==> src/rtl/core/sra_pkg.sv <==
// ----------------------------------------------------------------------------
// sra_pkg
// Shared types and codes for the shelf rectangle allocator.
// ----------------------------------------------------------------------------
package sra_pkg;

    localparam int unsigned COORD_W = 13;

    // handle table depth, fixed by the 6-bit handle ports
    localparam int MAX_ALLOCS = 64;

    // operation codes
    localparam logic [1:0] OP_ALLOC   = 2'd0;
    localparam logic [1:0] OP_RELEASE = 2'd1;
    localparam logic [1:0] OP_CLEAR   = 2'd2;
    localparam logic [1:0] OP_NOP     = 2'd3;

    // status codes
    localparam logic [2:0] ST_OK         = 3'd0;
    localparam logic [2:0] ST_NO_SPACE   = 3'd1;
    localparam logic [2:0] ST_TABLE_FULL = 3'd2;
    localparam logic [2:0] ST_BAD_HANDLE = 3'd3;
    localparam logic [2:0] ST_FREE_FULL  = 3'd4;

    // register word indexes
    localparam logic [1:0] REG_ATLAS_WIDTH  = 2'd0;
    localparam logic [1:0] REG_ATLAS_HEIGHT = 2'd1;
    localparam logic [1:0] REG_GAP_MARGIN   = 2'd2;

    localparam logic [12:0] ATLAS_W_RESET = 13'd4096;
    localparam logic [12:0] ATLAS_H_RESET = 13'd4096;

    typedef struct packed {
        logic [COORD_W-1:0] x;
        logic [COORD_W-1:0] y;
        logic [COORD_W-1:0] w;
        logic [COORD_W-1:0] h;
    } box_t;

endpackage

==> src/rtl/core/shelf_rectangle_allocator_unit.sv <==
// ----------------------------------------------------------------------------
// shelf_rectangle_allocator_unit
// Row based rectangle allocator for a 2-D atlas with a first-fit free list.
// ----------------------------------------------------------------------------
// Usage: a request (op, req_width, req_height, handle_in) is taken on the
// input channel when in_valid is high and in_stall low. Every request gives
// exactly one response (status, rect_x, rect_y, handle_out, alloc_count) on
// the output channel, taken when out_valid is high and out_stall low.
// in_stall stays high while a request is being worked on; one request at a
// time. An allocate scans for the lowest free handle, then tries the current
// row, then a new row, then the free list, first fit, closing the gap left
// by the taken entry through one memory port. The next request is taken once
// the response is loaded. Reset empties both tables and puts the rover at the
// origin; the registers go to 4096 x 4096 with no margin. While out_stall
// holds the response, the block still takes the next request and holds its
// response until the output register frees up. Configuration is written over
// the APB port; the user must write it only while the block is idle, as the
// block itself does not enforce this.
// ----------------------------------------------------------------------------
module shelf_rectangle_allocator_unit #(
    parameter int FREE_DEPTH     = 16,
    parameter int MIN_TAIL_WIDTH = 8
) (
    input  logic        clk,
    input  logic        rst_n,
    // apb
    input  logic        psel,
    input  logic        penable,
    input  logic        pwrite,
    input  logic [3:0]  paddr,
    input  logic [31:0] pwdata,
    output logic [31:0] prdata,
    output logic        pready,
    // request channel
    input  logic        in_valid,
    output logic        in_stall,
    input  logic [1:0]  op,
    input  logic [12:0] req_width,
    input  logic [12:0] req_height,
    input  logic [5:0]  handle_in,
    // response channel
    output logic        out_valid,
    input  logic        out_stall,
    output logic [2:0]  status,
    output logic [12:0] rect_x,
    output logic [12:0] rect_y,
    output logic [5:0]  handle_out,
    output logic [6:0]  alloc_count
);
    import sra_pkg::*;

    localparam int IW  = (MAX_ALLOCS > 1) ? $clog2(MAX_ALLOCS) : 1;
    localparam int CW  = $clog2(MAX_ALLOCS + 1);
    localparam int FIW = (FREE_DEPTH > 1) ? $clog2(FREE_DEPTH) : 1;
    localparam int FW  = $clog2(FREE_DEPTH + 1);

    typedef enum logic [4:0] {
        S_IDLE, S_SLOT, S_AH, S_AV, S_FITW, S_FITH, S_RH,
        S_NR_V, S_NR_W1, S_NR_W2, S_TAIL_W, S_TAIL_H,
        S_RU_RD, S_RU_CHK, S_SH_RD, S_SH_WR, S_COMMIT,
        S_REL_RD, S_REL_WR, S_OUT
    } state_t;

    // configuration registers
    logic [12:0] atlas_w_reg, atlas_h_reg;
    logic [7:0]  margin_reg;

    state_t state_reg;
    logic [1:0]  op_reg;
    logic [12:0] w_reg, h_reg;
    logic [5:0]  hin_reg;
    logic [12:0] rx_reg, ry_reg, rh_reg;
    logic [15:0] ah_reg, av_reg, tmp_reg;
    logic        fitw_reg, nrv_reg, tw_reg;
    logic [IW-1:0] slot_reg;
    logic [FW-1:0] fc_reg, idx_reg;
    logic [CW-1:0] cnt_reg;
    logic [MAX_ALLOCS-1:0] valid_reg;
    logic [2:0]  st_reg;
    logic [12:0] px_reg, py_reg;

    logic        out_valid_reg;
    logic [2:0]  out_status_reg;
    logic [12:0] out_x_reg, out_y_reg;
    logic [5:0]  out_h_reg;
    logic [6:0]  out_cnt_reg;

    // memories
    box_t free_mem [FREE_DEPTH];
    box_t alloc_mem [MAX_ALLOCS];
    box_t fm_rd_reg, am_rd_reg;
    logic          fm_we;
    logic [FIW-1:0] fm_waddr, fm_raddr;
    box_t          fm_wdata;
    logic          am_we;
    box_t          am_wdata;
    logic [IW-1:0] am_raddr;

    // shared subtract unit: a - b - c
    logic signed [15:0] alu_a, alu_b, alu_c, alu_res;
    logic               alu_neg;

    logic [FW:0] idx_p1, idx_p2;
    logic        apb_wr;
    logic        hin_bad;
    box_t        tail_box;

    assign pready = 1'b1;
    assign apb_wr = psel && penable && pwrite;
    assign in_stall = (state_reg != S_IDLE);

    assign out_valid   = out_valid_reg;
    assign status      = out_status_reg;
    assign rect_x      = out_x_reg;
    assign rect_y      = out_y_reg;
    assign handle_out  = out_h_reg;
    assign alloc_count = out_cnt_reg;

    assign idx_p1  = {1'b0, idx_reg} + (FW+1)'(1);
    assign idx_p2  = {1'b0, idx_reg} + (FW+1)'(2);
    assign hin_bad = (32'(hin_reg) >= 32'(MAX_ALLOCS)) || !valid_reg[IW'(hin_reg)];

    // register read
    always_comb
    begin
        unique case (paddr[3:2])
            REG_ATLAS_WIDTH:  prdata = {19'd0, atlas_w_reg};
            REG_ATLAS_HEIGHT: prdata = {19'd0, atlas_h_reg};
            REG_GAP_MARGIN:   prdata = {24'd0, margin_reg};
            default:          prdata = 32'd0;
        endcase
    end

    // register write
    always_ff @(posedge clk or negedge rst_n)
    begin
        if (!rst_n)
        begin
            atlas_w_reg <= ATLAS_W_RESET;
            atlas_h_reg <= ATLAS_H_RESET;
            margin_reg  <= 8'd0;
        end
        else if (apb_wr && pready)
        begin
            unique case (paddr[3:2])
                REG_ATLAS_WIDTH:  atlas_w_reg <= pwdata[12:0];
                REG_ATLAS_HEIGHT: atlas_h_reg <= pwdata[12:0];
                REG_GAP_MARGIN:   margin_reg  <= pwdata[7:0];
                default:          ;
            endcase
        end
    end

    // operand selection for the subtract unit
    always_comb
    begin
        alu_a = 16'sd0;
        alu_b = 16'sd0;
        alu_c = 16'sd0;
        unique case (state_reg)
            S_AH:
            begin
                alu_a = 16'(atlas_w_reg); alu_b = 16'(rx_reg); alu_c = 16'(margin_reg);
            end
            S_AV:
            begin
                alu_a = 16'(atlas_h_reg); alu_b = 16'(ry_reg); alu_c = 16'(margin_reg);
            end
            S_FITW:
            begin
                alu_a = ah_reg; alu_b = 16'(w_reg);
            end
            S_FITH:
            begin
                alu_a = av_reg; alu_b = 16'(h_reg);
            end
            S_RH:
            begin
                alu_a = 16'(rh_reg); alu_b = 16'(h_reg); alu_c = 16'(margin_reg);
            end
            S_NR_V:
            begin
                alu_a = av_reg; alu_b = 16'(rh_reg); alu_c = 16'(h_reg);
            end
            S_NR_W1:
            begin
                alu_a = 16'(atlas_w_reg); alu_b = 16'(margin_reg); alu_c = 16'(margin_reg);
            end
            S_NR_W2:
            begin
                alu_a = tmp_reg; alu_b = 16'(w_reg);
            end
            S_TAIL_W:
            begin
                alu_a = ah_reg; alu_b = 16'(MIN_TAIL_WIDTH);
            end
            S_TAIL_H:
            begin
                alu_a = 16'(rh_reg); alu_b = 16'(margin_reg);
            end
            default: ;
        endcase
    end

    assign alu_res = alu_a - alu_b - alu_c;
    assign alu_neg = alu_res[15];

    // unused row tail to be logged
    always_comb
    begin
        tail_box.x = rx_reg;
        tail_box.y = ry_reg;
        tail_box.w = ah_reg[12:0];
        tail_box.h = alu_res[12:0];
    end

    // free list write port and read address
    always_comb
    begin
        fm_we    = 1'b0;
        fm_waddr = fc_reg[FIW-1:0];
        fm_wdata = tail_box;
        fm_raddr = idx_reg[FIW-1:0];
        unique case (state_reg)
            S_TAIL_H:
            begin
                fm_we = tw_reg && !alu_neg && (alu_res != 16'sd0)
                        && (32'(fc_reg) < 32'(FREE_DEPTH));
            end
            S_SH_RD:
            begin
                fm_raddr = FIW'(idx_p1);
            end
            S_SH_WR:
            begin
                fm_we    = 1'b1;
                fm_waddr = idx_reg[FIW-1:0];
                fm_wdata = fm_rd_reg;
            end
            S_REL_WR:
            begin
                fm_we    = (32'(fc_reg) < 32'(FREE_DEPTH));
                fm_wdata = am_rd_reg;
            end
            default: ;
        endcase
    end

    // allocation table write port and read address
    always_comb
    begin
        am_we      = (state_reg == S_COMMIT);
        am_wdata.x = px_reg;
        am_wdata.y = py_reg;
        am_wdata.w = w_reg;
        am_wdata.h = h_reg;
        am_raddr   = IW'(hin_reg);
    end

    // free list memory
    always_ff @(posedge clk)
    begin
        if (fm_we)
        begin
            free_mem[fm_waddr] <= fm_wdata;
        end
        fm_rd_reg <= free_mem[fm_raddr];
    end

    // allocation table memory
    always_ff @(posedge clk)
    begin
        if (am_we)
        begin
            alloc_mem[slot_reg] <= am_wdata;
        end
        am_rd_reg <= alloc_mem[am_raddr];
    end

    // sequencer
    always_ff @(posedge clk or negedge rst_n)
    begin
        if (!rst_n)
        begin
            state_reg      <= S_IDLE;
            op_reg         <= OP_NOP;
            w_reg          <= '0;
            h_reg          <= '0;
            hin_reg        <= '0;
            ah_reg         <= '0;
            av_reg         <= '0;
            tmp_reg        <= '0;
            fitw_reg       <= 1'b0;
            nrv_reg        <= 1'b0;
            tw_reg         <= 1'b0;
            slot_reg       <= '0;
            idx_reg        <= '0;
            st_reg         <= ST_OK;
            px_reg         <= '0;
            py_reg         <= '0;
            rx_reg         <= '0;
            ry_reg         <= '0;
            rh_reg         <= '0;
            fc_reg         <= '0;
            cnt_reg        <= '0;
            valid_reg      <= '0;
            out_valid_reg  <= 1'b0;
            out_status_reg <= ST_OK;
            out_x_reg      <= '0;
            out_y_reg      <= '0;
            out_h_reg      <= '0;
            out_cnt_reg    <= '0;
        end
        else
        begin
            if (out_valid_reg && !out_stall)
            begin
                out_valid_reg <= 1'b0;
            end
            unique case (state_reg)
                S_IDLE:
                begin
                    if (in_valid)
                    begin
                        op_reg   <= op;
                        w_reg    <= req_width;
                        h_reg    <= req_height;
                        hin_reg  <= handle_in;
                        st_reg   <= ST_OK;
                        px_reg   <= '0;
                        py_reg   <= '0;
                        slot_reg <= '0;
                        idx_reg  <= '0;
                        unique case (op)
                            OP_ALLOC:   state_reg <= S_SLOT;
                            OP_RELEASE: state_reg <= S_REL_RD;
                            OP_CLEAR:
                            begin
                                valid_reg <= '0;
                                cnt_reg   <= '0;
                                fc_reg    <= '0;
                                rx_reg    <= 13'(margin_reg);
                                ry_reg    <= 13'(margin_reg);
                                rh_reg    <= '0;
                                state_reg <= S_OUT;
                            end
                            default:    state_reg <= S_OUT;
                        endcase
                    end
                end
                // lowest free handle, one slot a cycle
                S_SLOT:
                begin
                    if (!valid_reg[slot_reg])
                    begin
                        state_reg <= S_AH;
                    end
                    else if (32'(slot_reg) == 32'(MAX_ALLOCS - 1))
                    begin
                        st_reg    <= ST_TABLE_FULL;
                        state_reg <= S_OUT;
                    end
                    else
                    begin
                        slot_reg <= slot_reg + IW'(1);
                    end
                end
                S_AH:
                begin
                    ah_reg    <= alu_res;
                    state_reg <= S_AV;
                end
                S_AV:
                begin
                    av_reg    <= alu_res;
                    state_reg <= S_FITW;
                end
                S_FITW:
                begin
                    fitw_reg  <= !alu_neg;
                    state_reg <= S_FITH;
                end
                S_FITH:
                begin
                    state_reg <= (fitw_reg && !alu_neg) ? S_RH : S_NR_V;
                end
                // place on the current row
                S_RH:
                begin
                    if (alu_neg)
                    begin
                        rh_reg <= h_reg + 13'(margin_reg);
                    end
                    px_reg    <= rx_reg;
                    py_reg    <= ry_reg;
                    rx_reg    <= rx_reg + w_reg + 13'(margin_reg);
                    state_reg <= S_COMMIT;
                end
                S_NR_V:
                begin
                    nrv_reg   <= !alu_neg;
                    state_reg <= S_NR_W1;
                end
                S_NR_W1:
                begin
                    tmp_reg   <= alu_res;
                    state_reg <= S_NR_W2;
                end
                S_NR_W2:
                begin
                    if (nrv_reg && !alu_neg)
                    begin
                        state_reg <= S_TAIL_W;
                    end
                    else if (fc_reg != '0)
                    begin
                        state_reg <= S_RU_RD;
                    end
                    else
                    begin
                        st_reg    <= ST_NO_SPACE;
                        state_reg <= S_OUT;
                    end
                end
                S_TAIL_W:
                begin
                    tw_reg    <= !alu_neg;
                    state_reg <= S_TAIL_H;
                end
                // open a new row, logging the old tail
                S_TAIL_H:
                begin
                    if (fm_we)
                    begin
                        fc_reg <= fc_reg + FW'(1);
                    end
                    px_reg    <= 13'(margin_reg);
                    py_reg    <= ry_reg + rh_reg;
                    ry_reg    <= ry_reg + rh_reg;
                    rx_reg    <= 13'(margin_reg) + w_reg + 13'(margin_reg);
                    rh_reg    <= h_reg + 13'(margin_reg);
                    state_reg <= S_COMMIT;
                end
                // first-fit scan of the free list
                S_RU_RD:
                begin
                    state_reg <= S_RU_CHK;
                end
                S_RU_CHK:
                begin
                    if ((fm_rd_reg.w >= w_reg) && (fm_rd_reg.h >= h_reg))
                    begin
                        px_reg <= fm_rd_reg.x;
                        py_reg <= fm_rd_reg.y;
                        if (idx_p1 < {1'b0, fc_reg})
                        begin
                            state_reg <= S_SH_RD;
                        end
                        else
                        begin
                            fc_reg    <= fc_reg - FW'(1);
                            state_reg <= S_COMMIT;
                        end
                    end
                    else if (idx_p1 < {1'b0, fc_reg})
                    begin
                        idx_reg   <= FW'(idx_p1);
                        state_reg <= S_RU_RD;
                    end
                    else
                    begin
                        st_reg    <= ST_NO_SPACE;
                        state_reg <= S_OUT;
                    end
                end
                // close the gap left by the taken entry
                S_SH_RD:
                begin
                    state_reg <= S_SH_WR;
                end
                S_SH_WR:
                begin
                    idx_reg <= FW'(idx_p1);
                    if (idx_p2 < {1'b0, fc_reg})
                    begin
                        state_reg <= S_SH_RD;
                    end
                    else
                    begin
                        fc_reg    <= fc_reg - FW'(1);
                        state_reg <= S_COMMIT;
                    end
                end
                S_COMMIT:
                begin
                    valid_reg[slot_reg] <= 1'b1;
                    cnt_reg             <= cnt_reg + CW'(1);
                    state_reg           <= S_OUT;
                end
                // release
                S_REL_RD:
                begin
                    if (hin_bad)
                    begin
                        st_reg    <= ST_BAD_HANDLE;
                        state_reg <= S_OUT;
                    end
                    else
                    begin
                        state_reg <= S_REL_WR;
                    end
                end
                S_REL_WR:
                begin
                    if (fm_we)
                    begin
                        fc_reg <= fc_reg + FW'(1);
                    end
                    else
                    begin
                        st_reg <= ST_FREE_FULL;
                    end
                    valid_reg[IW'(hin_reg)] <= 1'b0;
                    cnt_reg                 <= cnt_reg - CW'(1);
                    state_reg               <= S_OUT;
                end
                // response register
                S_OUT:
                begin
                    if (!out_valid_reg || !out_stall)
                    begin
                        out_valid_reg  <= 1'b1;
                        out_status_reg <= st_reg;
                        out_x_reg      <= px_reg;
                        out_y_reg      <= py_reg;
                        out_h_reg      <= (op_reg == OP_ALLOC && st_reg == ST_OK)
                                          ? 6'(slot_reg) : 6'd0;
                        out_cnt_reg    <= 7'(cnt_reg);
                        state_reg      <= S_IDLE;
                    end
                end
                default: state_reg <= S_IDLE;
            endcase
        end
    end

    // live count tracks the valid bits
    a_count_matches: assert property (@(posedge clk) disable iff (!rst_n)
        32'(cnt_reg) == $countones(valid_reg))
        else $error("live count out of step with valid bits");

    // free list never overfills
    a_free_bound: assert property (@(posedge clk) disable iff (!rst_n)
        32'(fc_reg) <= 32'(FREE_DEPTH))
        else $error("free list count beyond depth");

    // a commit always adds exactly one live allocation
    a_commit_adds: assert property (@(posedge clk) disable iff (!rst_n)
        (state_reg == S_COMMIT) |=> (cnt_reg == $past(cnt_reg) + CW'(1)))
        else $error("commit did not add an allocation");

    // the response register is only loaded from the output step
    a_out_load: assert property (@(posedge clk) disable iff (!rst_n)
        $rose(out_valid_reg) |-> ($past(state_reg) == S_OUT))
        else $error("response raised outside the output step");

endmodule

==> config.mk <==
export PLATFORM = sky130hd
export DESIGN_NAME = shelf_rectangle_allocator_unit
export DESIGN_NICKNAME = d
export VERILOG_FILES = /design/src/rtl/core/sra_pkg.sv /design/src/rtl/core/shelf_rectangle_allocator_unit.sv
export SDC_FILE = /design/constraint.sdc
export NUM_CORES = 2
export LEC_CHECK = 0
export CAP_MARGIN = 15
export CORE_UTILIZATION = 41
export DETAILED_ROUTE_END_ITERATION = 8
export DONT_BUFFER_PORTS = 1
export PLACE_DENSITY = 0.6
export SLEW_MARGIN = 20
export SYNTH_ARGS = -nofsm -noshare
export SYNTH_HDL_FRONTEND = slang
export SYNTH_MEMORY_MAX_BITS = 65536
export SYNTH_SLANG_ARGS = --single-unit
==> constraint.sdc <==
create_clock -name clk -period 20.9 [get_ports clk]
set_input_delay 1.045 -clock clk [delete_from_list [all_inputs] [get_ports clk]]
set_output_delay 1.045 -clock clk [all_outputs]
set_load 0.005 [all_outputs]
==> run_results.csv <==
group,metric,value,unit
outcome,outcome,"finished, violations left",
outcome,violations,"DRC",
synthesis,ys_types,84,
detailed_routing,firstDrtPassIters,9,
timing,skew,105,ps
worst_setup_path,timing.critical_path.from,"state_reg[1]$_DFFE_PN0P_",
clock_network,clock_latency,1030,ps
global_routing,track_usage,26.0,%
worst_setup_path,cp-endpoint,"free_mem[15][19]$_DFFE_PP_",
global_routing,grt-ovfl-total,0,
pwr,p_per_area,148,mW/mm2
pwr,p_leak,0.0633,uW
clock_network,cts_setup_buffers,0,
global_routing,antenna_found_initial,34,
worst_setup_path,worstSetupEndpointType,"flip-flop",
die,coreArea,0.420,mm2
clock_network,cts_resized,0,
detailed_routing,drt-wirelength-per-cell,35.5,um
timing,totalNegativeSetupSlack,0,ps
layout,largest_reg_flops,3328,
layout,final.fill_count,35067,
timing,period_minus_slack,9330,ps
worst_setup_path,critPathTopFamily,"compound AO/OA/AOI/OAI gates",
worst_setup_path,path_buf_inv,3,
layout,multi_input_area,0.0364,mm2
detailed_routing,viasPerCell,6.41,
die,start_util,41.2,%
die,die_w,652,um
synthesis,syn_inst,9782,
timing,rsz0062_at_grt,"false",
synthesis,yosys_warnings,0,
clock_network,htreeDepth,5,
clock_network,cts_made_buffers,437,
layout,drive_above_1_share,15.0,%
layout,layout_commonest_cell,"edfxtp_1",
worst_setup_path,reg2reg_depth,20,
synthesis,syn_area_per_cell,17.7,um2
die,die_area,0.426,mm2
die,io_pins,154,
detailed_routing,drc,3,
timing,fmax,0.107,GHz
synthesis,ys_ff_latch,4586,
worst_setup_path,cp_slowest_stage_delay,760,ps
clock_network,root_buffer,"clkbuf_16",
global_routing,grt_pass1_vias,98960,
layout,nets,10143,
pwr,ir_worst_vdd,0.169,mV
layout,stdcell_area,0.196,mm2
synthesis,synthArstFlopShare,7.02,%
placed_design,dp_hpwl,316000,um
timing,finalCritPeriodShare,44.6,%
clock_network,cts_tree,"built",
worst_setup_path,slowest_stage,"a21oi_4",
layout,regArea,0.135,mm2
job,cap_viol_max_count,0,
timing,finalSetupViolations,0,
worst_hold_path,hp-class,"primary input to flip-flop",
global_routing,grt_start_max_net_pins,321,
clock_network,clock_path_buffers,4,
worst_setup_path,path_max_fanout,39,
worst_setup_path,cp.depth,20,
worst_setup_path,cp-start-kind,"flip-flop",
worst_setup_path,critical_path_class,"flip-flop to flip-flop",
layout,area_growth,13.3,%
synthesis,yosysSeqAreaShare,77.9,%
worst_setup_path,cp_data_required_time,21460,ps
detailed_routing,routed_wirelength,568000,um
global_routing,grt_pass1_wl,782000,um
detailed_routing,ant_nets,0,
timing,worstMarginPinSlew,1270,ps
die,row_count,238,
placed_design,io_buffers,0,
worst_setup_path,regToRegSetupSlack,11570,ps
worst_setup_path,critPathArrivalTime,9890,ps
synthesis,synth_area,0.173,mm2
timing,slew_headroom,14.8,%
synthesis,synth_edf_count,4160,
clock_network,clock_sinks,4586,
detailed_routing,vias,102455,
clock_network,clk_pin_slew,60,ps
detailed_routing,drt_first_iter_violations,15573,
placed_design,place_congestion,0.938,
layout,final_cell_mix,"edfxtp_1 (4160), a22oi_1 (1035), clkbuf_16 (441)",
synthesis,synthFlopType,"edfxtp_1",
timing,slew_viol_final,0,
worst_setup_path,crit_chain,"clkinv_1 -> nor3_1 -> nand2_1 -> nand2_1 -> a222oi_1 -> and2_1 -> fa_1 -> inv_1 -> ha_1 -> a21oi_1 -> o21ai_0 -> nand3_1 -> and3_1 -> a2111oi_0 -> a311oi_1 -> and3_1 -> a21oi_1 -> o2111ai_1 -> a21oi_4 -> buf_4",
worst_setup_path,reg2reg_from,"state_reg[1]$_DFFE_PN0P_",
placed_design,detailed_place.area,0.182,mm2
die,die-height,652,um
timing,hold_violations,0,
worst_setup_path,reg2reg_to,"free_mem[15][19]$_DFFE_PP_",
==> layout make-up <==
| type | instances | area share (%) |
|---|---|---|
| sequential | 4586 | 68.8 |
| multi-input combinational | 4474 | 18.5 |
| clock buffer | 603 | 6.16 |
| tap | 5640 | 3.59 |
| timing repair buffer | 347 | 1.48 |
| clock inverter | 215 | 1.20 |
| inverter | 90 | 0.173 |
| antenna | 28 | 0.0357 |
==> cell usage after synthesis, types with 7 or more instances <==
cell / number / area (um2)
buf_4: 21 / 158
a21o_1: 28 / 210
o21bai_1: 10 / 75.1
o21ai_0: 252 / 1260
o22ai_1: 8 / 50.1
edfxtp_1: 4160 / 125000
nand4_1: 69 / 432
mux2_2: 87 / 980
nand3b_1: 10 / 75.1
nand2b_1: 21 / 131
a211oi_1: 14 / 105
nand3_1: 87 / 435
a221oi_1: 367 / 3210
o21a_1: 15 / 113
nor4_1: 70 / 438
a31oi_1: 360 / 2250
ha_1: 103 / 1290
a22oi_1: 1035 / 7770
nor2b_1: 19 / 119
dfxtp_1: 104 / 2080
a222oi_1: 65 / 651
xor2_1: 18 / 158
inv_1: 87 / 327
and2_1: 18 / 113
nor3b_1: 9 / 67.6
a22o_1: 373 / 3270
a21oi_1: 240 / 1200
mux2i_1: 37 / 370
buf_1: 103 / 387
mux4_2: 266 / 5990
clkbuf_1: 517 / 1940
and3_1: 20 / 125
xnor2_1: 47 / 412
dfrtp_1: 318 / 7960
o31ai_1: 7 / 52.6
nor2_1: 235 / 882
o211ai_1: 9 / 67.6
nor3_1: 24 / 120
nand2_1: 400 / 1500
fa_1: 27 / 541
==> worst reg2reg max path, delay by kind of cell (launching register included) <==
kind            cells  cell delay (ps)
compound gates      8             2980
simple gates        7             2800
buf+inv             3             1320
flops               1              710
fa+ha+maj           2             1030
==> repair_timing <==
action                                 CTS  global route
hold buffers                             2             1
setup endpoints to repair                0             0
endpoints found under the hold margin  320            56
==> per-stage QoR <==
| stage | power, uW | utilization (%) | hold slack, ps | std cells | setup WS (ps) |
|---|---|---|---|---|---|
| 2_1_floorplan | 17200 | - | 436 | 9800 | 13000 |
| 3_3_place_gp | 20800 | 43.2 | 458 | 15127 | 11920 |
| 3_5_place_dp | 21000 | 43.2 | 456 | 15130 | 11870 |
| 4_1_cts | 28900 | 46.7 | 83.1 | 15950 | 11780 |
| 5_1_grt | 30000 | 46.7 | 137 | 15957 | 11280 |
| 6_report | 29100 | 46.7 | 133 | 15983 | 11570 |
==> logic make-up (layout without fill, tap and decap cells) <==
family,count (synthesis),in the layout,synth area share (%)
buffers and inverters,740,1255,1.66
xor gates and xnor gates,65,65,0.328
DFF,4586,4586,77.9
muxes,390,390,4.23
and+or+nand+nor,1017,1017,2.72
other,2,48,0.00433
adders and majority gates,130,130,1.05
AOI/OAI and AO/OA,2852,2852,12.1
==> where the power goes <==
| group | switching [uW] | total (uW) | leakage, uW | internal, uW |
|---|---|---|---|---|
| registers | 582 | 12500 | 0.0432 | 12000 |
| logic | 6200 | 8560 | 0.0130 | 2360 |
| clock network | 3470 | 7990 | 0.00707 | 4520 |
| total | 10300 | 29100 | 0.0633 | 18800 |
==> routing by layer <==
layer / GRT usage, % / vias up / wire [um]
li1: - / 40953 / -
met1: 34.5 / 53539 / 214000
met2: 41.5 / 6561 / 266000
met3: 4.92 / 1386 / 58600
met4: 12.1 / 16 / 30100
met5: 0 / - / 94
==> worst min path at each step <==
stage / from / end / depth (start not counted)
5_1_grt: handle_in[4] / am_raddr[4]$_DFFE_PN0P_ / 2
4_1_cts: op[1] / op_reg[1]$_DFFE_PN1P_ / 2
6_report: handle_in[1] / am_raddr[1]$_DFFE_PN0P_ / 2
3_3_place_gp: op_reg[0]$_DFFE_PN1P_ / op_reg[0]$_DFFE_PN1P_ / 2
3_5_place_dp: op_reg[1]$_DFFE_PN1P_ / op_reg[1]$_DFFE_PN1P_ / 2
2_1_floorplan: op_reg[0]$_DFFE_PN1P_ / op_reg[0]$_DFFE_PN1P_ / 2
Power figures use the tool's default switching activity.
